`config.mk`:
```
export PLATFORM = sky130hd
export DESIGN_NAME = packet_flow_key_parser_core
export DESIGN_NICKNAME = d
export VERILOG_FILES = /design/src/sv/pfkp_pkg.sv /design/src/sv/packet_flow_key_parser_core.sv /design/src/sv/pfkp_in_stage.sv /design/src/sv/pfkp_field_capture.sv /design/src/sv/pfkp_out_reg.sv
export SDC_FILE = /design/constraint.sdc
export NUM_CORES = 2
export LEC_CHECK = 0
export BUFFER_PORTS_ARGS = -buffer_cell sky130_fd_sc_hd__buf_2
export CORE_MARGIN = 2
export CORE_UTILIZATION = 64
export DETAILED_ROUTE_END_ITERATION = 8
export PLACE_DENSITY = 0.92
export SLEW_MARGIN = 20
export SYNTH_ARGS = -nofsm -noshare
export SYNTH_HDL_FRONTEND = slang
export SYNTH_HIERARCHICAL = 1
export SYNTH_SLANG_ARGS = --single-unit
```
`constraint.sdc`:
```
create_clock -name clk -period 24.7 [get_ports clk]
set_clock_uncertainty 0.05 [all_clocks]
set_input_delay 1.235 -clock clk [delete_from_list [all_inputs] [get_ports clk]]
set_output_delay 1.235 -clock clk [all_outputs]
set_load 0.01 [all_outputs]
```
`src/sv/pfkp_pkg.sv`:
```
package pfkp_pkg;

  localparam logic [15:0] ETH_TYPE_VLAN = 16'h8100;
  localparam logic [15:0] ETH_TYPE_QINQ = 16'h88A8;
  localparam logic [15:0] ETH_TYPE_IPV4 = 16'h0800;
  localparam logic [15:0] ETH_TYPE_IPV6 = 16'h86DD;

  localparam logic [7:0] PROTO_ICMP   = 8'd1;
  localparam logic [7:0] PROTO_TCP    = 8'd6;
  localparam logic [7:0] PROTO_UDP    = 8'd17;
  localparam logic [7:0] PROTO_ICMPV6 = 8'd58;

  localparam logic [11:0] VLAN_ID_MASK  = 12'h0FFF;
  localparam logic [7:0]  TCP_FLAG_MASK = 8'h3F;

  typedef enum logic [1:0] {
    ST_IPV4      = 2'd0,
    ST_IPV6      = 2'd1,
    ST_MALFORMED = 2'd2,
    ST_NOT_IP    = 2'd3
  } status_t;

  typedef struct packed {
    logic [7:0] data_byte;
    logic       last_byte;
  } in_item_t;

  typedef struct packed {
    logic [1:0]  status;
    logic [63:0] src_addr_high;
    logic [63:0] src_addr_low;
    logic [63:0] dst_addr_high;
    logic [63:0] dst_addr_low;
    logic [15:0] l4_sport;
    logic [15:0] l4_dport;
    logic [11:0] vlan_tag;
    logic [7:0]  protocol;
    logic [5:0]  tcp_flag_bits;
    logic [15:0] tos_ttl;
    logic [15:0] packet_length;
  } out_item_t;

  // bytes of l4 header needed for the key
  function automatic logic [4:0] l4_needed(input logic [7:0] proto);
    logic [4:0] n;
    n = 5'd0;
    if (proto == PROTO_TCP)         n = 5'd20;
    else if (proto == PROTO_UDP)    n = 5'd8;
    else if (proto == PROTO_ICMP)   n = 5'd2;
    else if (proto == PROTO_ICMPV6) n = 5'd8;
    return n;
  endfunction

endpackage

```
`src/sv/packet_flow_key_parser_core.sv`:
```
// flow key parser: ethernet, optional single vlan tag, ipv4 or ipv6, then l4
// input channel: one frame byte per item on in_data, last_byte set on the
//   final byte; an item moves when in_valid is high and in_stall is low
// output channel: one flow key item per frame on out_data, presented on
//   out_valid and held until out_stall is low
// throughput: one byte per cycle while no last byte waits on a held result;
//   the per-frame state update is one short combinational step between the
//   input register and the state and result registers
// path: the key for a frame is formed as its last byte leaves the input
//   register, and the result register that takes it drives out_valid
// stall: a held result blocks only the next last byte; bytes inside a frame
//   keep flowing into the frame state while the result waits, and in_stall
//   rises only when a last byte finds the result register still occupied
// reset: rst_n low (synchronous) empties both registers and clears the
//   frame state, so the next byte accepted is offset zero of a new frame
// byte count runs in COUNT_WIDTH bits and saturates; packet_length is that
//   count clipped to 16 bits
module packet_flow_key_parser_core #(
  parameter int COUNT_WIDTH = 16
) (
  input  logic                clk,
  input  logic                rst_n,
  input  logic                in_valid,
  output logic                in_stall,
  input  pfkp_pkg::in_item_t  in_data,
  output logic                out_valid,
  input  logic                out_stall,
  output pfkp_pkg::out_item_t out_data
);
  import pfkp_pkg::*;

  in_item_t  item;
  out_item_t result;
  logic      advance;
  logic      out_free;

  // input register with the stall decision
  pfkp_in_stage u_in_stage (
    .clk      (clk),
    .rst_n    (rst_n),
    .in_valid (in_valid),
    .in_stall (in_stall),
    .in_data  (in_data),
    .out_free (out_free),
    .item     (item),
    .advance  (advance)
  );

  // frame state, field capture and verdict
  pfkp_field_capture #(
    .COUNT_WIDTH (COUNT_WIDTH)
  ) u_field_capture (
    .clk     (clk),
    .rst_n   (rst_n),
    .advance (advance),
    .item    (item),
    .result  (result)
  );

  // result register, loaded on the last byte of a frame
  pfkp_out_reg u_out_reg (
    .clk       (clk),
    .rst_n     (rst_n),
    .load      (advance && item.last_byte),
    .result    (result),
    .out_free  (out_free),
    .out_valid (out_valid),
    .out_stall (out_stall),
    .out_data  (out_data)
  );

endmodule

```
`src/sv/pfkp_in_stage.sv`:
```
module pfkp_in_stage (
  input  logic               clk,
  input  logic               rst_n,
  input  logic               in_valid,
  output logic               in_stall,
  input  pfkp_pkg::in_item_t in_data,
  input  logic               out_free,
  output pfkp_pkg::in_item_t item,
  output logic               advance
);
  import pfkp_pkg::*;

  logic     valid_r;
  logic     valid_nxt;
  in_item_t item_r;
  logic     accept;

  // a non-last byte never waits; the last byte needs a free result slot
  assign advance  = valid_r && (!item_r.last_byte || out_free);
  assign in_stall = valid_r && !advance;
  assign accept   = in_valid && !in_stall;
  assign item     = item_r;

  always_comb begin
    valid_nxt = valid_r;
    if (accept) begin
      valid_nxt = 1'b1;
    end else if (advance) begin
      valid_nxt = 1'b0;
    end
  end

  always_ff @(posedge clk) begin
    if (!rst_n) begin
      valid_r <= 1'b0;
    end else begin
      valid_r <= valid_nxt;
    end
  end

  always_ff @(posedge clk) begin
    if (accept) begin
      item_r <= in_data;
    end
  end

endmodule

```
`src/sv/pfkp_field_capture.sv`:
```
module pfkp_field_capture #(
  parameter int COUNT_WIDTH = 16
) (
  input  logic                clk,
  input  logic                rst_n,
  input  logic                advance,
  input  pfkp_pkg::in_item_t  item,
  output pfkp_pkg::out_item_t result
);
  import pfkp_pkg::*;

  localparam logic [COUNT_WIDTH-1:0] OFF_ETYPE_HI = COUNT_WIDTH'(12);
  localparam logic [COUNT_WIDTH-1:0] OFF_ETYPE_LO = COUNT_WIDTH'(13);
  localparam logic [COUNT_WIDTH-1:0] OFF_TAG_HI   = COUNT_WIDTH'(14);
  localparam logic [COUNT_WIDTH-1:0] OFF_TAG_LO   = COUNT_WIDTH'(15);
  localparam logic [COUNT_WIDTH-1:0] OFF_INNER_HI = COUNT_WIDTH'(16);
  localparam logic [COUNT_WIDTH-1:0] OFF_INNER_LO = COUNT_WIDTH'(17);
  localparam logic [7:0] L3_UNTAGGED = 8'd14;
  localparam logic [7:0] L3_TAGGED   = 8'd18;

  logic [COUNT_WIDTH-1:0] off_r;
  logic [15:0]            ether_kind_r, ek;
  logic                   tagged_r, tg;
  logic [11:0]            vlan_r, vl;
  logic [3:0]             ihl_r, ihl;
  logic [7:0]             proto_r, pr;
  logic [15:0][7:0]       src_r, src;
  logic [15:0][7:0]       dst_r, dst;
  logic [3:0][7:0]        ports_r, po;
  logic [5:0]             flags_r, fl;
  logic [15:0]            tos_ttl_r, tt;

  logic [7:0]             b;
  logic [7:0]             l3;
  logic [COUNT_WIDTH-1:0] rel;
  logic [COUNT_WIDTH-1:0] lrel;
  logic [COUNT_WIDTH-1:0] count;
  logic [7:0]             v4_end;
  logic [7:0]             v6_end;
  logic [1:0]             st;
  logic                   clear;

  assign b     = item.data_byte;
  assign clear = advance && item.last_byte;
  assign count = (&off_r) ? off_r : off_r + 1'b1;

  // next frame state for this byte
  always_comb begin
    ek   = ether_kind_r;
    tg   = tagged_r;
    vl   = vlan_r;
    ihl  = ihl_r;
    pr   = proto_r;
    src  = src_r;
    dst  = dst_r;
    po   = ports_r;
    fl   = flags_r;
    tt   = tos_ttl_r;
    lrel = '0;

    if (off_r == OFF_ETYPE_HI || off_r == OFF_ETYPE_LO ||
        (tagged_r && (off_r == OFF_INNER_HI || off_r == OFF_INNER_LO))) begin
      ek = {ek[7:0], b};
    end
    if (off_r == OFF_ETYPE_LO && (ek == ETH_TYPE_VLAN || ek == ETH_TYPE_QINQ)) begin
      tg = 1'b1;
    end
    if (tg && off_r == OFF_TAG_HI) begin
      vl = {b[3:0], 8'h00};
    end
    if (tg && off_r == OFF_TAG_LO) begin
      vl = (vl | {4'h0, b}) & VLAN_ID_MASK;
    end

    l3  = tg ? L3_TAGGED : L3_UNTAGGED;
    rel = off_r - COUNT_WIDTH'(l3);

    if (off_r >= COUNT_WIDTH'(l3)) begin
      if (ek == ETH_TYPE_IPV4) begin
        if (rel == COUNT_WIDTH'(0)) begin
          ihl = b[3:0];
        end else if (rel == COUNT_WIDTH'(1)) begin
          tt[15:8] = b;
        end else if (rel == COUNT_WIDTH'(8)) begin
          tt[7:0] = b;
        end else if (rel == COUNT_WIDTH'(9)) begin
          pr = b;
        end else if (rel >= COUNT_WIDTH'(12) && rel <= COUNT_WIDTH'(15)) begin
          src[{2'b11, ~rel[1:0]}] = src[{2'b11, ~rel[1:0]}] | b;
        end else if (rel >= COUNT_WIDTH'(16) && rel <= COUNT_WIDTH'(19)) begin
          dst[{2'b11, ~rel[1:0]}] = dst[{2'b11, ~rel[1:0]}] | b;
        end
        lrel = rel - COUNT_WIDTH'({ihl, 2'b00});
        if (ihl >= 4'd5 && rel >= COUNT_WIDTH'({ihl, 2'b00})) begin
          if (lrel < COUNT_WIDTH'(4)) begin
            po[~lrel[1:0]] = po[~lrel[1:0]] | b;
          end else if (lrel == COUNT_WIDTH'(13) && pr == PROTO_TCP) begin
            fl = b[5:0];
          end
        end
      end else if (ek == ETH_TYPE_IPV6) begin
        lrel = rel - COUNT_WIDTH'(40);
        if (rel == COUNT_WIDTH'(6)) begin
          pr = b;
        end else if (rel == COUNT_WIDTH'(7)) begin
          tt = {8'h00, b};
        end else if (rel >= COUNT_WIDTH'(8) && rel <= COUNT_WIDTH'(23)) begin
          // byte k of the address sits in element 15-k
          src[~{~rel[3], rel[2:0]}] = src[~{~rel[3], rel[2:0]}] | b;
        end else if (rel >= COUNT_WIDTH'(24) && rel <= COUNT_WIDTH'(39)) begin
          dst[~{~rel[3], rel[2:0]}] = dst[~{~rel[3], rel[2:0]}] | b;
        end else if (rel >= COUNT_WIDTH'(40)) begin
          if (lrel < COUNT_WIDTH'(4)) begin
            po[~lrel[1:0]] = po[~lrel[1:0]] | b;
          end else if (lrel == COUNT_WIDTH'(13) && pr == PROTO_TCP) begin
            fl = b[5:0];
          end
        end
      end
    end
  end

  // frame verdict on the updated state
  assign v4_end = l3 + {2'b00, ihl, 2'b00} + {3'b000, l4_needed(pr)};
  assign v6_end = l3 + 8'd40 + {3'b000, l4_needed(pr)};

  always_comb begin
    priority if (count < COUNT_WIDTH'(L3_UNTAGGED)) begin
      st = ST_MALFORMED;
    end else if (tg && count < COUNT_WIDTH'(L3_TAGGED)) begin
      st = ST_MALFORMED;
    end else if (ek == ETH_TYPE_IPV4) begin
      if (count < COUNT_WIDTH'(l3 + 8'd20) || ihl < 4'd5 ||
          count < COUNT_WIDTH'(v4_end)) begin
        st = ST_MALFORMED;
      end else begin
        st = ST_IPV4;
      end
    end else if (ek == ETH_TYPE_IPV6) begin
      if (count < COUNT_WIDTH'(v6_end)) begin
        st = ST_MALFORMED;
      end else begin
        st = ST_IPV6;
      end
    end else begin
      st = ST_NOT_IP;
    end
  end

  always_comb begin
    result               = '0;
    result.status        = st;
    result.packet_length = (32'(count) > 32'hFFFF) ? 16'hFFFF : 16'(count);
    if (st == ST_IPV4 || st == ST_IPV6) begin
      result.src_addr_high = src[15:8];
      result.src_addr_low  = src[7:0];
      result.dst_addr_high = dst[15:8];
      result.dst_addr_low  = dst[7:0];
      if (pr == PROTO_TCP || pr == PROTO_UDP) begin
        result.l4_sport = po[3:2];
        result.l4_dport = po[1:0];
      end else if (pr == PROTO_ICMP || pr == PROTO_ICMPV6) begin
        result.l4_sport = po[3:2];
      end
      result.vlan_tag      = vl;
      result.protocol      = pr;
      result.tcp_flag_bits = (pr == PROTO_TCP) ? (fl & TCP_FLAG_MASK[5:0]) : 6'd0;
      result.tos_ttl       = tt;
    end
  end

  always_ff @(posedge clk) begin
    if (!rst_n || clear) begin
      off_r        <= '0;
      ether_kind_r <= '0;
      tagged_r     <= 1'b0;
      vlan_r       <= '0;
      ihl_r        <= '0;
      proto_r      <= '0;
      src_r        <= '0;
      dst_r        <= '0;
      ports_r      <= '0;
      flags_r      <= '0;
      tos_ttl_r    <= '0;
    end else if (advance) begin
      off_r        <= count;
      ether_kind_r <= ek;
      tagged_r     <= tg;
      vlan_r       <= vl;
      ihl_r        <= ihl;
      proto_r      <= pr;
      src_r        <= src;
      dst_r        <= dst;
      ports_r      <= po;
      flags_r      <= fl;
      tos_ttl_r    <= tt;
    end
  end

endmodule

```
`src/sv/pfkp_out_reg.sv`:
```
module pfkp_out_reg (
  input  logic                clk,
  input  logic                rst_n,
  input  logic                load,
  input  pfkp_pkg::out_item_t result,
  output logic                out_free,
  output logic                out_valid,
  input  logic                out_stall,
  output pfkp_pkg::out_item_t out_data
);
  import pfkp_pkg::*;

  logic      valid_r;
  logic      valid_nxt;
  out_item_t data_r;

  // slot frees in the same cycle its item is taken
  assign out_free  = !valid_r || !out_stall;
  assign out_valid = valid_r;
  assign out_data  = data_r;

  always_comb begin
    valid_nxt = valid_r;
    if (load) begin
      valid_nxt = 1'b1;
    end else if (valid_r && !out_stall) begin
      valid_nxt = 1'b0;
    end
  end

  always_ff @(posedge clk) begin
    if (!rst_n) begin
      valid_r <= 1'b0;
    end else begin
      valid_r <= valid_nxt;
    end
  end

  always_ff @(posedge clk) begin
    if (load) begin
      data_r <= result;
    end
  end

endmodule

```
Word level (Yosys, flattened, before mapping)
Index checks and enable logic that the tools add are counted.

storage, ports and cells
  register bits after elaboration = 726
  bits in latches = 0
  RAM bits = 0
  bits in read-only memories = 0
  bits of input ports = 13
  output and inout bits = 350
  word-level logic and storage cells = 299
  memories = 0

cells by class
  add/sub/neg operators = 9
  $mul = 0
  div/mod/pow operators = 0
  magnitude comparators = 28
  equal/unequal tests = 24
  shift operators = 0
  muxes and demuxes = 120
  bitwise operators = 12
  reduce and logical (&&, ||, !) cells = 46

operator list
  operator                                                             count
  two-way mux 128 bit                                                  24
  bitwise mux 128 bit                                                  4
  two-way mux 32 bit                                                   11
  two-way mux 8 bit                                                    23
  two-way mux 16 bit                                                   10
  equality test 16 x 4 -> 1 bit (second input constant)                8
  two-way mux 6 bit                                                    13
  binary-select mux 8 bit (select 2 bit)                               4
  binary-select mux 8 bit (select 4 bit)                               2
  bitwise mux 32 bit                                                   2
  demux 8 bit (select 2 bit)                                           3
  equality test 16 bit (second input constant)                         3
  bitwise OR 8 bit                                                     6
  demux 8 bit (select 4 bit)                                           1
  equality test 16 x 3 -> 1 bit (second input constant)                2
  equality test 16 x 5 -> 1 bit (second input constant)                2
  greater-or-equal comparator 16 x 4 -> 1 bit (second input constant)  2
  greater-or-equal comparator 16 x 5 -> 1 bit (second input constant)  2
  less-or-equal comparator 16 x 5 -> 1 bit (second input constant)     2
  less-than comparator 16 x 3 -> 1 bit (second input constant)         2
  less-than comparator 16 x 8 -> 1 bit                                 2
  equality test 8 x 3 -> 1 bit (second input constant)                 3
  two-way mux 12 bit                                                   2
  two-way mux 4 bit                                                    6
  43 further kinds                                                     100

Logic depth before layout (Yosys ltp)
  depth in word-level cells = 35
  gate-level depth with buffers = 42
  depth with buffers taken out = 35

Cells and area by module
Netlist, hierarchy kept.

by module, submodules not included
  module                       times used  cells an instance  area an instance (µm²)  sequential area each (µm²)
  pfkp_field_capture           1           3414               25708.4                 7347.0
  pfkp_out_reg                 1           352                10485.1                 10470.0
  pfkp_in_stage                1           15                 324.1                   290.3
  packet_flow_key_parser_core  1           1                  6.3                     0.0

Worst setup path after synthesis
Ideal clock, no wire load.

  path type = input to register
  start = in out_stall
  end = reg u_out_reg.data_r, in the netlist u_out_reg/out_data[0] (enable)
  setup time = 0.754 ns
  arrival time = 9.694 ns
  slack = 14.202 ns
  stages = 4
  path through = nand2_1 -> inv_1 -> a21boi_0 -> and2_1

on the way
  word-level cells in the longest chain between the ends = 5

RTL lines
  item                  line                               RTL
  from (decl)           packet_flow_key_parser_core.sv:27  input logic out_stall,
  logical NOT 1 bit     pfkp_out_reg.sv:18                 assign out_free = !valid_r || !out_stall;
  logical OR 1 bit      pfkp_out_reg.sv:18
  logical OR 1 bit      pfkp_in_stage.sv:19                assign advance = valid_r && (!item_r.last_byte || out_free);
  logical AND 1 bit     pfkp_in_stage.sv:19
  net advance           packet_flow_key_parser_core.sv:34  logic advance;
  logical AND 1 bit     packet_flow_key_parser_core.sv:64  .load (advance && item.last_byte),
  to (signal assigned)  pfkp_out_reg.sv:41                 data_r <= result;
  to (decl)             pfkp_out_reg.sv:15                 out_item_t data_r;

The timed path passes the listed nets, and every way through them passes these cells.
A chain may end at the register's enable or synchronous reset.

==> results.txt <==
Status = finished clean
Worst R2R Path Depth = 33
Routed Antenna Nets = 0
Min-Delay Endpoint = u_field_capture/tos_ttl_r[9]
Worst vdd ir = 47.9 uV
IO buf count = 362
CTS Buf Count = 74
First-pass iteration count of the detailed router = 8
Routability Congestion = 0.977
Chip height = 243 um
Primary FF master, synth = dfxtp_1
Fmax = 77.8 MHz
WP data required = 25000 ps
Post-CTS Hold Fix Bufs = 0
Max-slew headroom = 15.2%
DR vias = 32856
Critical hold path startpoint = u_field_capture/tos_ttl_r[9]
Routed length per instance = 25.3 um
Sink Count = 726
Clock root cell = clkbuf_16
Largest stage delay, worst path = 1010 ps
Dpl cell area = 38200 sq um
Crit path max fanout = 106
Synth Net Count = 3839
Yosys reg bits = 726
Final period util = 52.0%
Setup TNS = 0 ps
Largest net degree at the start of global routing = 173
Chip width = 243 um
Flop2flop setup slack = 11850 ps
Layout area overhead = 11.4%
WS Path Type = flop to flop
Area of the multi-input gates = 16900 sq um
Routed wire length = 120000 um
Setup violators final = 0
Register area = 18100 sq um
Grt total ovfl = 0
Placement Setup Slack = 11710 ps
Vias in the first global route = 30527
Core Region = 56400 sq um
Initial antenna violation count = 8
CTS tree = done
Fin area = 40700 sq um
Synthesized area = 36500 sq um
# resized after CTS = 0
Share of layout cells above drive strength 1 = 18.1%
Yosys top cell by area = edfxtp_1
FFs w/ async S/R, synth = 0%
Via-to-Cell Ratio = 6.91
Effective utilization at floorplan = 64.8%
Die area = 59000 sq um
Global-route wire length before repair = 180000 um
Synth unique cells = 100
Synth warn = 6
Nets = 3998
Worst-margin pin slew = 1270 ps
Reg2reg start = u_field_capture/off_r[0]
Period minus WS final = 12850 ps
Clk buf depth = 3
FF-to-FF End = u_out_reg/out_data[189]
Share of the synthesized area in the top cell type = 29.4%
Crit. End Element = flop
Final worst setup slack = 11850 ps
Post-synthesis sequential area ratio = 49.6%
Crit path DAT = 13150 ps
Antenna cells = 0
Clk_lat worst skew = 630 ps
Commonest non-fill, non-tap cell in the layout = nand2_1
Worst path slowest cell = buf_4
Post-synth EDFFs = 357
Most frequent cells in the layout = 659 x nand2_1, 457 x a21oi_1, 367 x dfxtp_1, 362 x buf_2, 357 x edfxtp_1
HP Class = flop to flop
Hold path cells = 2
H-Tree Level Count = 3
DRC violations left = 0
GRT Total Usage = 39.3%
Post-DP HPWL = 75200 um
CP Launch Type = flop
Power Density = 62.0 nW/um^2
Final Max Slew Viols = 0
Filler Cells Inserted = 3790
RSZ-0062 raised after global routing = false
# rows = 87
Pleak = 0.0150 uW
Syn avg cell area = 9.66 sq um
Initial drt markers = 6037
CTS clock-pin slew for the worst setup and hold paths = 60 ps
Post-CTS Setup Bufs = 0
# Max-Cap Violations = 0
Hold Fails Final Rpt = 0
I/O pin count = 363
Mapped Cells = 3782
Largest cells by area after synthesis = edfxtp_1 29%, dfxtp_1 20%, nand2_1 6.8%, a21oi_1 6.3%, mux2i_1 5.9%
## power by group
part | leakage [uW] | switching (uW) | total [uW] | internal, uW
clock | 0.00118 | 492 | 1150 | 654
combinational | 0.00687 | 85.7 | 108 | 22.7
sequential | 0.00694 | 7.00 | 1270 | 1260
total | 0.0150 | 585 | 2520 | 1940
## cell usage after synthesis, drive strengths merged, types with 21 or more instances
cell type / count
nand2: 663
a21oi: 459
nor2: 375
dfxtp: 369
edfxtp: 357
mux2i: 214
clkbuf: 203
nand3: 155
buf: 113
o21ai: 102
mux4: 88
nor3: 55
inv: 50
or2: 49
a211oi: 47
ha: 36
o21a: 34
a22oi: 29
a22o: 22
and2: 22
and3: 21
nand4: 21
## metrics by stage
step	cells	hold WS, ps	util [%]	total power [uW]
CTS	4756	409	72.1	2520
finish	4757	410	72.2	2520
global placement	4620	388	67.8	1400
global route	4757	431	72.2	2570
floorplan	3782	382	-	1370
detailed placement	4620	400	67.8	1400
## cell type report
| type | instances | share of cell area, % |
|---|---|---|
| clock buffers | 101 | 5.05 |
| clock inverters | 35 | 0.959 |
| inverters | 51 | 0.470 |
| multi-input cells | 2689 | 41.5 |
| flip-flops and latches | 726 | 44.5 |
| well taps | 756 | 2.32 |
| repair buffers | 399 | 5.20 |
## critical path, delay by kind of cell, from the launching register on
| family | cells | cell delay (ps) |
|---|---|---|
| multiplexers | 2 | 610 |
| adder cells (fa/ha/maj) | 6 | 2640 |
| buffers and inverters | 6 | 2520 |
| AND/OR/NAND/NOR | 4 | 1350 |
| flip-flops | 1 | 770 |
| AO/OA/AOI/OAI | 15 | 4550 |
## kinds of logic after synthesis
group | after synthesis | synth area share [%]
xor gates and xnor gates | 33 | 0.791
muxes | 309 | 11.5
buffers and inverters | 367 | 4.41
DFF | 726 | 49.6
adders and majority gates | 44 | 1.67
AOI/OAI and AO/OA | 828 | 13.7
and+or+nand+nor | 1475 | 18.4
## sequential cells by signal (all words and copies together), names as in the netlist, 8 cells and up
name	flops
u_field_capture/dst_r	128
u_field_capture/ether_kind_r	16
u_field_capture/off_r	16
u_field_capture/ports_r	32
u_field_capture/proto_r	8
u_field_capture/src_r	128
u_field_capture/tos_ttl_r	16
u_field_capture/vlan_r	12
u_in_stage/item	9
u_out_reg/out_data	348
## worst max-delay path by stage
stage,startpoint,end,slack (ps),cells past startpoint
6_report,u_field_capture/off_r[0],u_out_reg/out_data[189],11850,33
5_1_grt,u_field_capture/off_r[0],u_out_reg/out_data[191],11010,33
4_1_cts,u_field_capture/off_r[0],u_out_reg/out_data[188],11580,33
3_5_place_dp,u_field_capture/off_r[0],u_out_reg/out_data[188],11710,33
3_3_place_gp,u_field_capture/off_r[0],u_out_reg/out_data[188],11990,33
2_1_floorplan,out_stall,u_out_reg/out_data[0],14200,4
## routing by layer
layer | share of wire [%] | vias up | GRT usage, % | routed length (um)
li1 | - | 13862 | - | -
met1 | 34 | 15130 | 50.4 | 40900
met2 | 44 | 3139 | 59.7 | 52400
met3 | 15 | 717 | 11.2 | 18000
met4 | 7.4 | 8 | 23.0 | 8840
met5 | 0.042 | - | 0 | 50
Power figures use the tool's default switching activity.
